## config.mk

```make
export PLATFORM = sky130hd
export DESIGN_NAME = tpc_div_stage
export DESIGN_NICKNAME = d
export VERILOG_FILES = /design/src/hw/rtl/tpc_pkg.sv /design/src/hw/rtl/tpc_div_stage.sv
export SDC_FILE = /design/constraint.sdc
export NUM_CORES = 1
export LEC_CHECK = 0
export BUFFER_PORTS_ARGS = -buffer_cell sky130_fd_sc_hd__buf_4
export CAP_MARGIN = 15
export CELL_PAD_IN_SITES_DETAIL_PLACEMENT = 1
export CELL_PAD_IN_SITES_GLOBAL_PLACEMENT = 2
export CORE_ASPECT_RATIO = 2
export CORE_UTILIZATION = 34
export CTS_BUF_LIST = sky130_fd_sc_hd__clkbuf_4 sky130_fd_sc_hd__clkbuf_8
export DETAILED_ROUTE_END_ITERATION = 6
export HOLD_SLACK_MARGIN = 0.06
export PLACE_DENSITY = 0.95
export RECOVER_POWER = 100
export SYNTH_ARGS = -nofsm -noshare
export SYNTH_HDL_FRONTEND = slang
export SYNTH_SLANG_ARGS = --single-unit
export TNS_END_PERCENT = 100
```

## constraint.sdc

```tcl
create_clock -name clk -period 4.3 [get_ports clk]
set_input_delay 0 -clock clk [delete_from_list [all_inputs] [get_ports clk]]
set_output_delay 0 -clock clk [all_outputs]
set_load 0.005 [all_outputs]
```

## src/hw/rtl/tpc_pkg.sv

```systemverilog
`default_nettype none
package tpc_pkg;
  localparam int DIST_W   = 64;
  localparam int NORM_W   = 16;
  localparam int OFFSET_W = 48;
  localparam int COLOR_W  = 32;
  localparam int CFG_IDX_W = 4;

  localparam logic [CFG_IDX_W-1:0] REG_NORMAL_X     = 4'd0;
  localparam logic [CFG_IDX_W-1:0] REG_NORMAL_Y     = 4'd1;
  localparam logic [CFG_IDX_W-1:0] REG_NORMAL_Z     = 4'd2;
  localparam logic [CFG_IDX_W-1:0] REG_PLANE_OFFSET = 4'd3;

  localparam logic [NORM_W-1:0] NORMAL_Z_RESET = 16'h4000;

  typedef enum logic [1:0] {
    NI_NONE,
    NI_ONE,
    NI_TWO,
    NI_ALL
  } ni_t;
endpackage
`default_nettype wire

```

## src/hw/rtl/tpc_div_stage.sv

```systemverilog
`default_nettype none
module tpc_div_stage #(
  parameter int Q_W   = 16,
  parameter int PAY_W = 8
) (
  input  logic                            clk,
  input  logic                            rst_n,
  input  logic                            ld,
  input  logic                            in_valid,
  input  logic [1:0][tpc_pkg::DIST_W-1:0] in_rem,
  input  logic [1:0][tpc_pkg::DIST_W-1:0] in_den,
  input  logic [1:0][Q_W-1:0]             in_q,
  input  logic [PAY_W-1:0]                in_pay,
  output logic                            out_valid,
  output logic [1:0][tpc_pkg::DIST_W-1:0] out_rem,
  output logic [1:0][tpc_pkg::DIST_W-1:0] out_den,
  output logic [1:0][Q_W-1:0]             out_q,
  output logic [PAY_W-1:0]                out_pay
);
  import tpc_pkg::*;

  logic                   valid_r;
  logic [1:0][DIST_W-1:0] rem_r, rem_nxt, den_r;
  logic [1:0][Q_W-1:0]    q_r, q_nxt;
  logic [PAY_W-1:0]       pay_r;
  logic [DIST_W-1:0]      sh;

  always_comb begin
    sh = '0;
    for (int l = 0; l < 2; l++) begin
      sh = {in_rem[l][DIST_W-2:0], 1'b0};
      if (in_rem[l][DIST_W-1] || (sh >= in_den[l])) begin
        rem_nxt[l] = sh - in_den[l];
        q_nxt[l]   = {in_q[l][Q_W-2:0], 1'b1};
      end else begin
        rem_nxt[l] = sh;
        q_nxt[l]   = {in_q[l][Q_W-2:0], 1'b0};
      end
    end
  end

  always_ff @(posedge clk) begin
    if (!rst_n) begin
      valid_r <= 1'b0;
    end else if (ld) begin
      valid_r <= in_valid;
    end
    if (ld) begin
      rem_r <= rem_nxt;
      den_r <= in_den;
      q_r   <= q_nxt;
      pay_r <= in_pay;
    end
  end

  assign out_valid = valid_r;
  assign out_rem   = rem_r;
  assign out_den   = den_r;
  assign out_q     = q_r;
  assign out_pay   = pay_r;
endmodule
`default_nettype wire

```

==> results.ini, run 1 <==
[power]
comb_power_share=0.301
p_sw_w=0.00319
power.internal_w=0.00627
seq_power_share=0.397
netSwitchingFraction=0.337
p_per_area_nw_per_um2=348
p_total_w=0.00946
p_leak_nw=11.5
p_clk_frac=0.302
ir_worst_vdd_v=0.000250

[detailed_routing]
ant_nets=0
drc_errors=0
vias=19500
routedWlPerCell_um=26.1
vias_per_cell=5.56
firstDrtPassIters=5
drt_iter0_markers=1371
wirelength_um=91400

[logic_synthesis]
yosysUniqueCellTypes=76
ys_ff_latch=297
netlist.top_cell.by_area=edfxtp_1
synth_fa_ha_area_frac=0.0887
netlist_area_um2=18500
synthCells=1870
synth_area_per_cell_um2=9.90
ys.warnings.count=0
syn_nets=2300
synth_top_family_by_area=compound AO/OA/AOI/OAI gates
synthSimpleGateAreaFrac=0.119
synth_top_area_frac=0.480
netlist_top_cells_area=edfxtp_1 (48%), ha_1 (8.7%), nand2_1 (4.8%), o21ai_0 (4.2%), a21oi_1 (4.1%)
synth.area.mux_share=0.00595
async_reset_ff_frac=0
synth_xor_area_frac=0.0563
synth_enable_flop_cells=296
synth-seq-area-share=0.481
synth_compound_area_frac=0.194
synth_flop_cell=edfxtp_1

[clocking]
cts-root-buf=clkbuf_8
cts_resized=0
h-tree-depth=2
clock_latency_ps=580
cts.clk_slew.worst_paths_ps=80
cts_buffers=48
cts_tree=done
clock_sinks=297
clk_path_buf_depth=3

[setup_path]
startpoint=in_den[64]
crit_slowest_cell=dlygate4sd3_1
regToRegEndpoint=out_valid
critPathMaxStageDelay_ps=620
critPathLaunchType=primary input
crit_fanout=15
rrSetupSlack_ps=3130
critPathRequiredTime_ps=4680
cp-end-kind=flop
worstPathCellList=dlygate4sd3_1, buf_4, inv_1, fa_1, a211oi_2, o211ai_1, a221oi_2, a21oi_1, o2bb2ai_1, o21ai_2, a31oi_1, nor3_4, buf_12, buf_4, o21ai_1, dlygate4sd3_1
worstSetupEndpoint=out_rem[66]
timing.critical_path.buf_inv=6
r2r-start=out_valid
reg2reg_depth=3
crit_arrival_ps=4640
crit_type=primary input to flop
critPathTopFamily=compound AO/OA/AOI/OAI gates
cp_num_cells=16

[run]
maxCapViolCount=2

[cells_and_area]
final_area_um2=27200
fin_cells=3504
syn2layout_area_growth_pct=46.8
n_fill_cell=6086
layout-drive-gt1-share=0.176
final_util=0.507
multiInputGateArea_um2=8550
seqCellArea_um2=8910
fin_nets=3215

[floorplan]
start_util=0.345
top_level_ports=597
fp.dieW_um=167
core_region_area_um2=53600
die_y_um=332
fp-row-count=120
die_area_um2=55400

[timing]
relSlewSlack=-0.787
finalCritPeriodShare=0.990
tightest_slew_ps=2680
drv_slew=208
max_freq_mhz=235
tns_ps=0
rsz0062_at_grt=false
hold_viol=0
fin_crit_ps=4260
setup_viol=0
fin_skew_ps=0

[place]
portBuffers=594
place_congestion=0.934
dp.cells=3067
placed_area_um2=23600
hpwl_um=61500

[global_routing]
antenna_found_initial=9
grt_pass1_vias=21800
grt_pass1_wl_um=135000
grt_overflow_total=0
track_usage=0.322
grt_max_degree=117

[hold_path]
hold_path_class=primary input to flop
hold_path_depth=2

[outcome]
status=complete, but fails checks
violations=capacitance limit, slew limit

state kept, by name, summed over array words and instances (netlist names):
register	count
out_den	128
out_pay	8
out_q	32
out_rem	128
out_valid	1
repair_timing:
item,in CTS,in global routing
endpoints found under the setup margin,0,10
setup buffers,0,2
endpoints found under the hold margin,385,0
hold buffers,336,0
stage by stage:
step | hold slack, ps | setup WS, ps
after CTS | 60.6 | 149
after global routing | 99.9 | 5.27
after global placement | 178 | 619
final | 113 | 41.8
after detailed placement | 180 | 489
after floorplan | 98.9 | 1490
Yosys cell counts, types with 4 or more instances:
cell / instances
o31ai_1: 18
o21ai_1: 36
edfxtp_1: 296
xor2_1: 49
a31oi_1: 18
a211oi_1: 10
and2_1: 5
a21o_1: 80
buf_4: 10
nor2_1: 88
a21oi_1: 153
ha_1: 128
or3_1: 7
nor3_1: 15
clkbuf_1: 62
buf_2: 14
o21ai_0: 155
nand2b_1: 15
o211ai_1: 8
o21bai_1: 26
inv_1: 163
nand2_1: 239
or2_2: 7
a21boi_0: 13
nand4_1: 51
and3_1: 9
xnor2_1: 70
a221oi_1: 4
nor4_1: 5
nor2b_1: 12
nand3_1: 18
o21a_1: 15
logic make-up (layout without fill, tap and decap cells):
group,Yosys count,in the layout
xor gates and xnor gates,119,119
buffers and inverters,253,1207
AOI/OAI and AO/OA,578,578
DFF,297,297
other,0,9
adders and majority gates,130,130
muxes,9,9
and+or+nand+nor,484,484
layout make-up:
cell class | count | share of cell area
flip-flops and latches | 297 | 0.328
multi-input cells | 1320 | 0.315
clock inverters | 33 | 0.0111
repair buffers | 953 | 0.265
diodes | 9 | 0.000829
clock buffers | 56 | 0.0268
inverters | 165 | 0.0228
well taps | 671 | 0.0309
power by group through the flow:
stage	Sequential [W]	Combinational (W)	Clock [W]
after floorplan	0.00380	0.00120	0
after global placement	0.00377	0.00250	0
after detailed placement	0.00378	0.00257	0
after CTS	0.00373	0.00288	0.00280
after global routing	0.00378	0.00301	0.00299
final	0.00375	0.00285	0.00286
per-layer routing:
layer | up-vias | share of wire | wire, µm | global-route usage
li1 | 8608 | - | - | -
met1 | 9499 | 0.32 | 29200 | 0.300
met2 | 1028 | 0.54 | 49800 | 0.635
met3 | 331 | 0.063 | 5780 | 0.0535
met4 | 0 | 0.072 | 6610 | 0.203
met5 | - | 0 | 0 | 0
cells in the final DEF (no fill, tap or decap), types with 9 or more instances in the layout:
| cell | instances |
|---|---|
| clkinv_1 | 10 |
| edfxtp_1 | 296 |
| o21ai_1 | 37 |
| nor3_1 | 15 |
| o21a_1 | 15 |
| diode_2 | 9 |
| xnor2_1 | 70 |
| o21bai_1 | 26 |
| inv_1 | 164 |
| clkinv_2 | 11 |
| dlygate4sd3_1 | 336 |
| nand2b_1 | 15 |
| a21boi_0 | 13 |
| o31ai_1 | 18 |
| a21oi_1 | 153 |
| nor2b_1 | 12 |
| nand4_1 | 51 |
| xor2_1 | 49 |
| buf_4 | 148 |
| ha_1 | 128 |
| a211oi_1 | 10 |
| a31oi_1 | 18 |
| clkbuf_8 | 49 |
| and3_1 | 9 |
| a21o_1 | 80 |
| o21ai_0 | 155 |
| clkbuf_1 | 224 |
| nor2_1 | 88 |
| nand3_1 | 18 |
| clkbuf_4 | 246 |
| nand2_1 | 239 |
worst min-delay path by stage:
stage	startpoint	endpoint	slack [ps]
6_report	in_den[81]	out_den[81]	110
3_3_place_gp	in_q[14]	out_q[15]	180
5_1_grt	in_den[69]	out_den[69]	100
3_5_place_dp	in_q[5]	out_q[6]	180
2_1_floorplan	in_den[0]	out_den[0]	100
4_1_cts	in_den[4]	out_den[4]	60
Note: power is estimated with default switching activity, not from simulation.
==> run 2, diff against run 1 <==
--- a/config.mk
+++ b/config.mk
@@ -7,14 +7,12 @@
 export LEC_CHECK = 0
 export BUFFER_PORTS_ARGS = -buffer_cell sky130_fd_sc_hd__buf_4
 export CAP_MARGIN = 15
-export CELL_PAD_IN_SITES_DETAIL_PLACEMENT = 1
-export CELL_PAD_IN_SITES_GLOBAL_PLACEMENT = 2
-export CORE_ASPECT_RATIO = 2
-export CORE_UTILIZATION = 34
+export CORE_AREA = 2 2 232 234
 export CTS_BUF_LIST = sky130_fd_sc_hd__clkbuf_4 sky130_fd_sc_hd__clkbuf_8
 export DETAILED_ROUTE_END_ITERATION = 6
+export DIE_AREA = 0 0 234 236
 export HOLD_SLACK_MARGIN = 0.06
-export PLACE_DENSITY = 0.95
+export PLACE_DENSITY = 0.68
 export RECOVER_POWER = 100
 export SYNTH_ARGS = -nofsm -noshare
 export SYNTH_HDL_FRONTEND = slang
==> run 2 against run 1 <==
The run still ends with capacitance limit, slew limit left. Non-clock buffer count up 94. Highest routed layer is now met5. Maximum frequency up 5.7%. Flip-flop and latch count unchanged. Sequential share of layout area down 1.3 points. Count of clock-buffer cells in the layout up 13. Power down 1.4%. Core utilization up 2.6 points. Wire length down 23%. Clock skew unchanged.
==> results.ini, run 2 (synthesized netlist as in run 1, its figures left out) <==
[timing]
fin_crit_ps=4030  ; -230 ps
tns_ps=0  ; unchanged
tightest_slew_ps=2250  ; -429 ps
setup_viol=0  ; unchanged
worst_hold_slack_ps=133  ; +20.7 ps
relSlewSlack=-0.501  ; +0.286
rsz0062_at_grt=false
fin_ws_ps=272  ; +230 ps
max_freq_mhz=248  ; +5.7%
drv_slew=208  ; unchanged
fin_skew_ps=0  ; unchanged
finalCritPeriodShare=0.937  ; -0.0536
hold_viol=0  ; unchanged

[setup_path]
startpoint=in_den[33]
crit_fanout=16  ; +1
r2r-start=out_valid
rrSetupSlack_ps=3100  ; -30 ps
critPathRequiredTime_ps=4780  ; +100 ps
crit_arrival_ps=4510  ; -130 ps
critPathLaunchType=primary input
regToRegEndpoint=out_valid
reg2reg_depth=3  ; unchanged
cp-end-kind=flop
crit_type=primary input to flop

[cells_and_area]
n_fill_cell=4651  ; -24%
final_area_um2=28300  ; +4.2%
fin_nets=3315  ; +3.1%
seqCellArea_um2=8910  ; unchanged
syn2layout_area_growth_pct=52.9
mostFrequentLayoutCells=dlygate4sd3_1 (443), edfxtp_1 (296), clkbuf_4 (271)
layout_commonest_cell=dlygate4sd3_1
layout-drive-gt1-share=0.173  ; -0.00271
multiInputGateArea_um2=8550  ; about the same

[clocking]
h-tree-depth=2  ; unchanged
cts_tree=done
cts-root-buf=clkbuf_8
clk_path_buf_depth=3  ; unchanged
cts_resized=0  ; unchanged
clock_latency_ps=620  ; +40 ps
cts_buffers=54  ; +13%
cts.clk_slew.worst_paths_ps=60  ; -20 ps
clock_sinks=297  ; unchanged

[power]
p_total_w=0.00933  ; -1.4%
ir_worst_vdd_v=0.000259  ; +3.4%
p_per_area_nw_per_um2=330  ; -5.4%
p_leak_nw=12.0  ; +4.1%

[global_routing]
grt_max_degree=122  ; +4.3%
grt_pass1_wl_um=106000  ; -21%
grt_pass1_vias=19300  ; -11%
antenna_found_initial=7  ; -2
grt_overflow_total=0  ; unchanged
track_usage=0.247  ; -0.0749

[hold_path]
hold_path_class=primary input to flop
min-delay-start=in_q[26]
hold_path_depth=2  ; unchanged
min_to=out_q[27]

[place]
portBuffers=594  ; unchanged
placed_area_um2=23600  ; -0.19%
dpl_worst_slack_ps=715  ; +226 ps
hpwl_um=50700  ; -18%
place_congestion=0.913  ; -2.3%

[floorplan]
start_util=0.349  ; +0.00346
fp.dieW_um=234  ; +40%
fp-row-count=85  ; -29%
core_region_area_um2=53100  ; -0.99%
die_y_um=236  ; -29%
top_level_ports=597  ; unchanged
die_area_um2=55200  ; -0.39%

[outcome]
violations=capacitance limit, slew limit
status=complete, but fails checks

[detailed_routing]
ant_nets=0  ; unchanged
vias_per_cell=5.12  ; -7.9%
drc_errors=0  ; unchanged
wirelength_um=70700  ; -23%
routedWlPerCell_um=19.5  ; -25%
drt_iter0_markers=1235  ; -9.9%
firstDrtPassIters=5  ; unchanged
vias=18600  ; -4.7%

[run]
maxCapViolCount=2  ; unchanged

-- run 2: repair_timing --
action,CTS,global route
buffers inserted,0,0
hold endpoints to repair,390,0
endpoints found under the setup margin,0,0
hold buffers,443,0
-- run 2: power breakdown --
group	leakage (nW)	switching (W)	internal, W
clock network	0.593	0.00130	0.00161
registers	2.90	0.000109	0.00361
logic	8.47	0.00144	0.00126
-- run 2: critical path, stage by stage --
cell,delay (ps)
dlygate4sd3_1,540
clkbuf_1,200
inv_1,80
ha_1,390
a21o_1,240
a21o_1,180
a21o_1,220
a221oi_2,300
nor2_1,70
o31ai_1,270
nand4_1,180
a41oi_4,520
nand2_1,100
dlygate4sd3_1,570
o21ai_0,70
dlygate4sd3_1,590
-- run 2: final cells by class --
cell class | count | share of cell area
Antenna cell | 5 | 0.000442
Inverter | 165 | 0.0219
Sequential cell | 297 | 0.315
Multi-Input combinational cell | 1320 | 0.302
Clock buffer | 69 | 0.0302
Timing Repair Buffer | 1047 | 0.290
Tap cell | 696 | 0.0308
Clock inverter | 28 | 0.00990
-- run 2: worst max path at each step --
stage                              end  slack, ps
after CTS                  out_rem[38]        370
after floorplan            out_rem[65]       1490
after detailed placement  out_rem[122]        720
final                      out_rem[38]        270
after global placement    out_rem[126]        760
after global routing       out_rem[70]         60
-- run 2: routing by layer --
| metal | GRT usage | wire (µm) | up-vias |
|---|---|---|---|
| met2 | 0.431 | 34700 | 814 |
| met3 | 0.0596 | 5310 | 203 |
| met1 | 0.279 | 26800 | 8723 |
| li1 | - | - | 8810 |
| met4 | 0.125 | 3820 | 4 |
| met5 | 0 | 26 | - |
-- run 2: metrics by stage --
| stage | util | instances |
|---|---|---|
| 3_3_place_gp | 0.444 | 3082 |
| 5_1_grt | 0.533 | 3626 |
| 2_1_floorplan | - | 1870 |
| 6_report | 0.533 | 3627 |
| 4_1_cts | 0.549 | 3622 |
| 3_5_place_dp | 0.444 | 3082 |
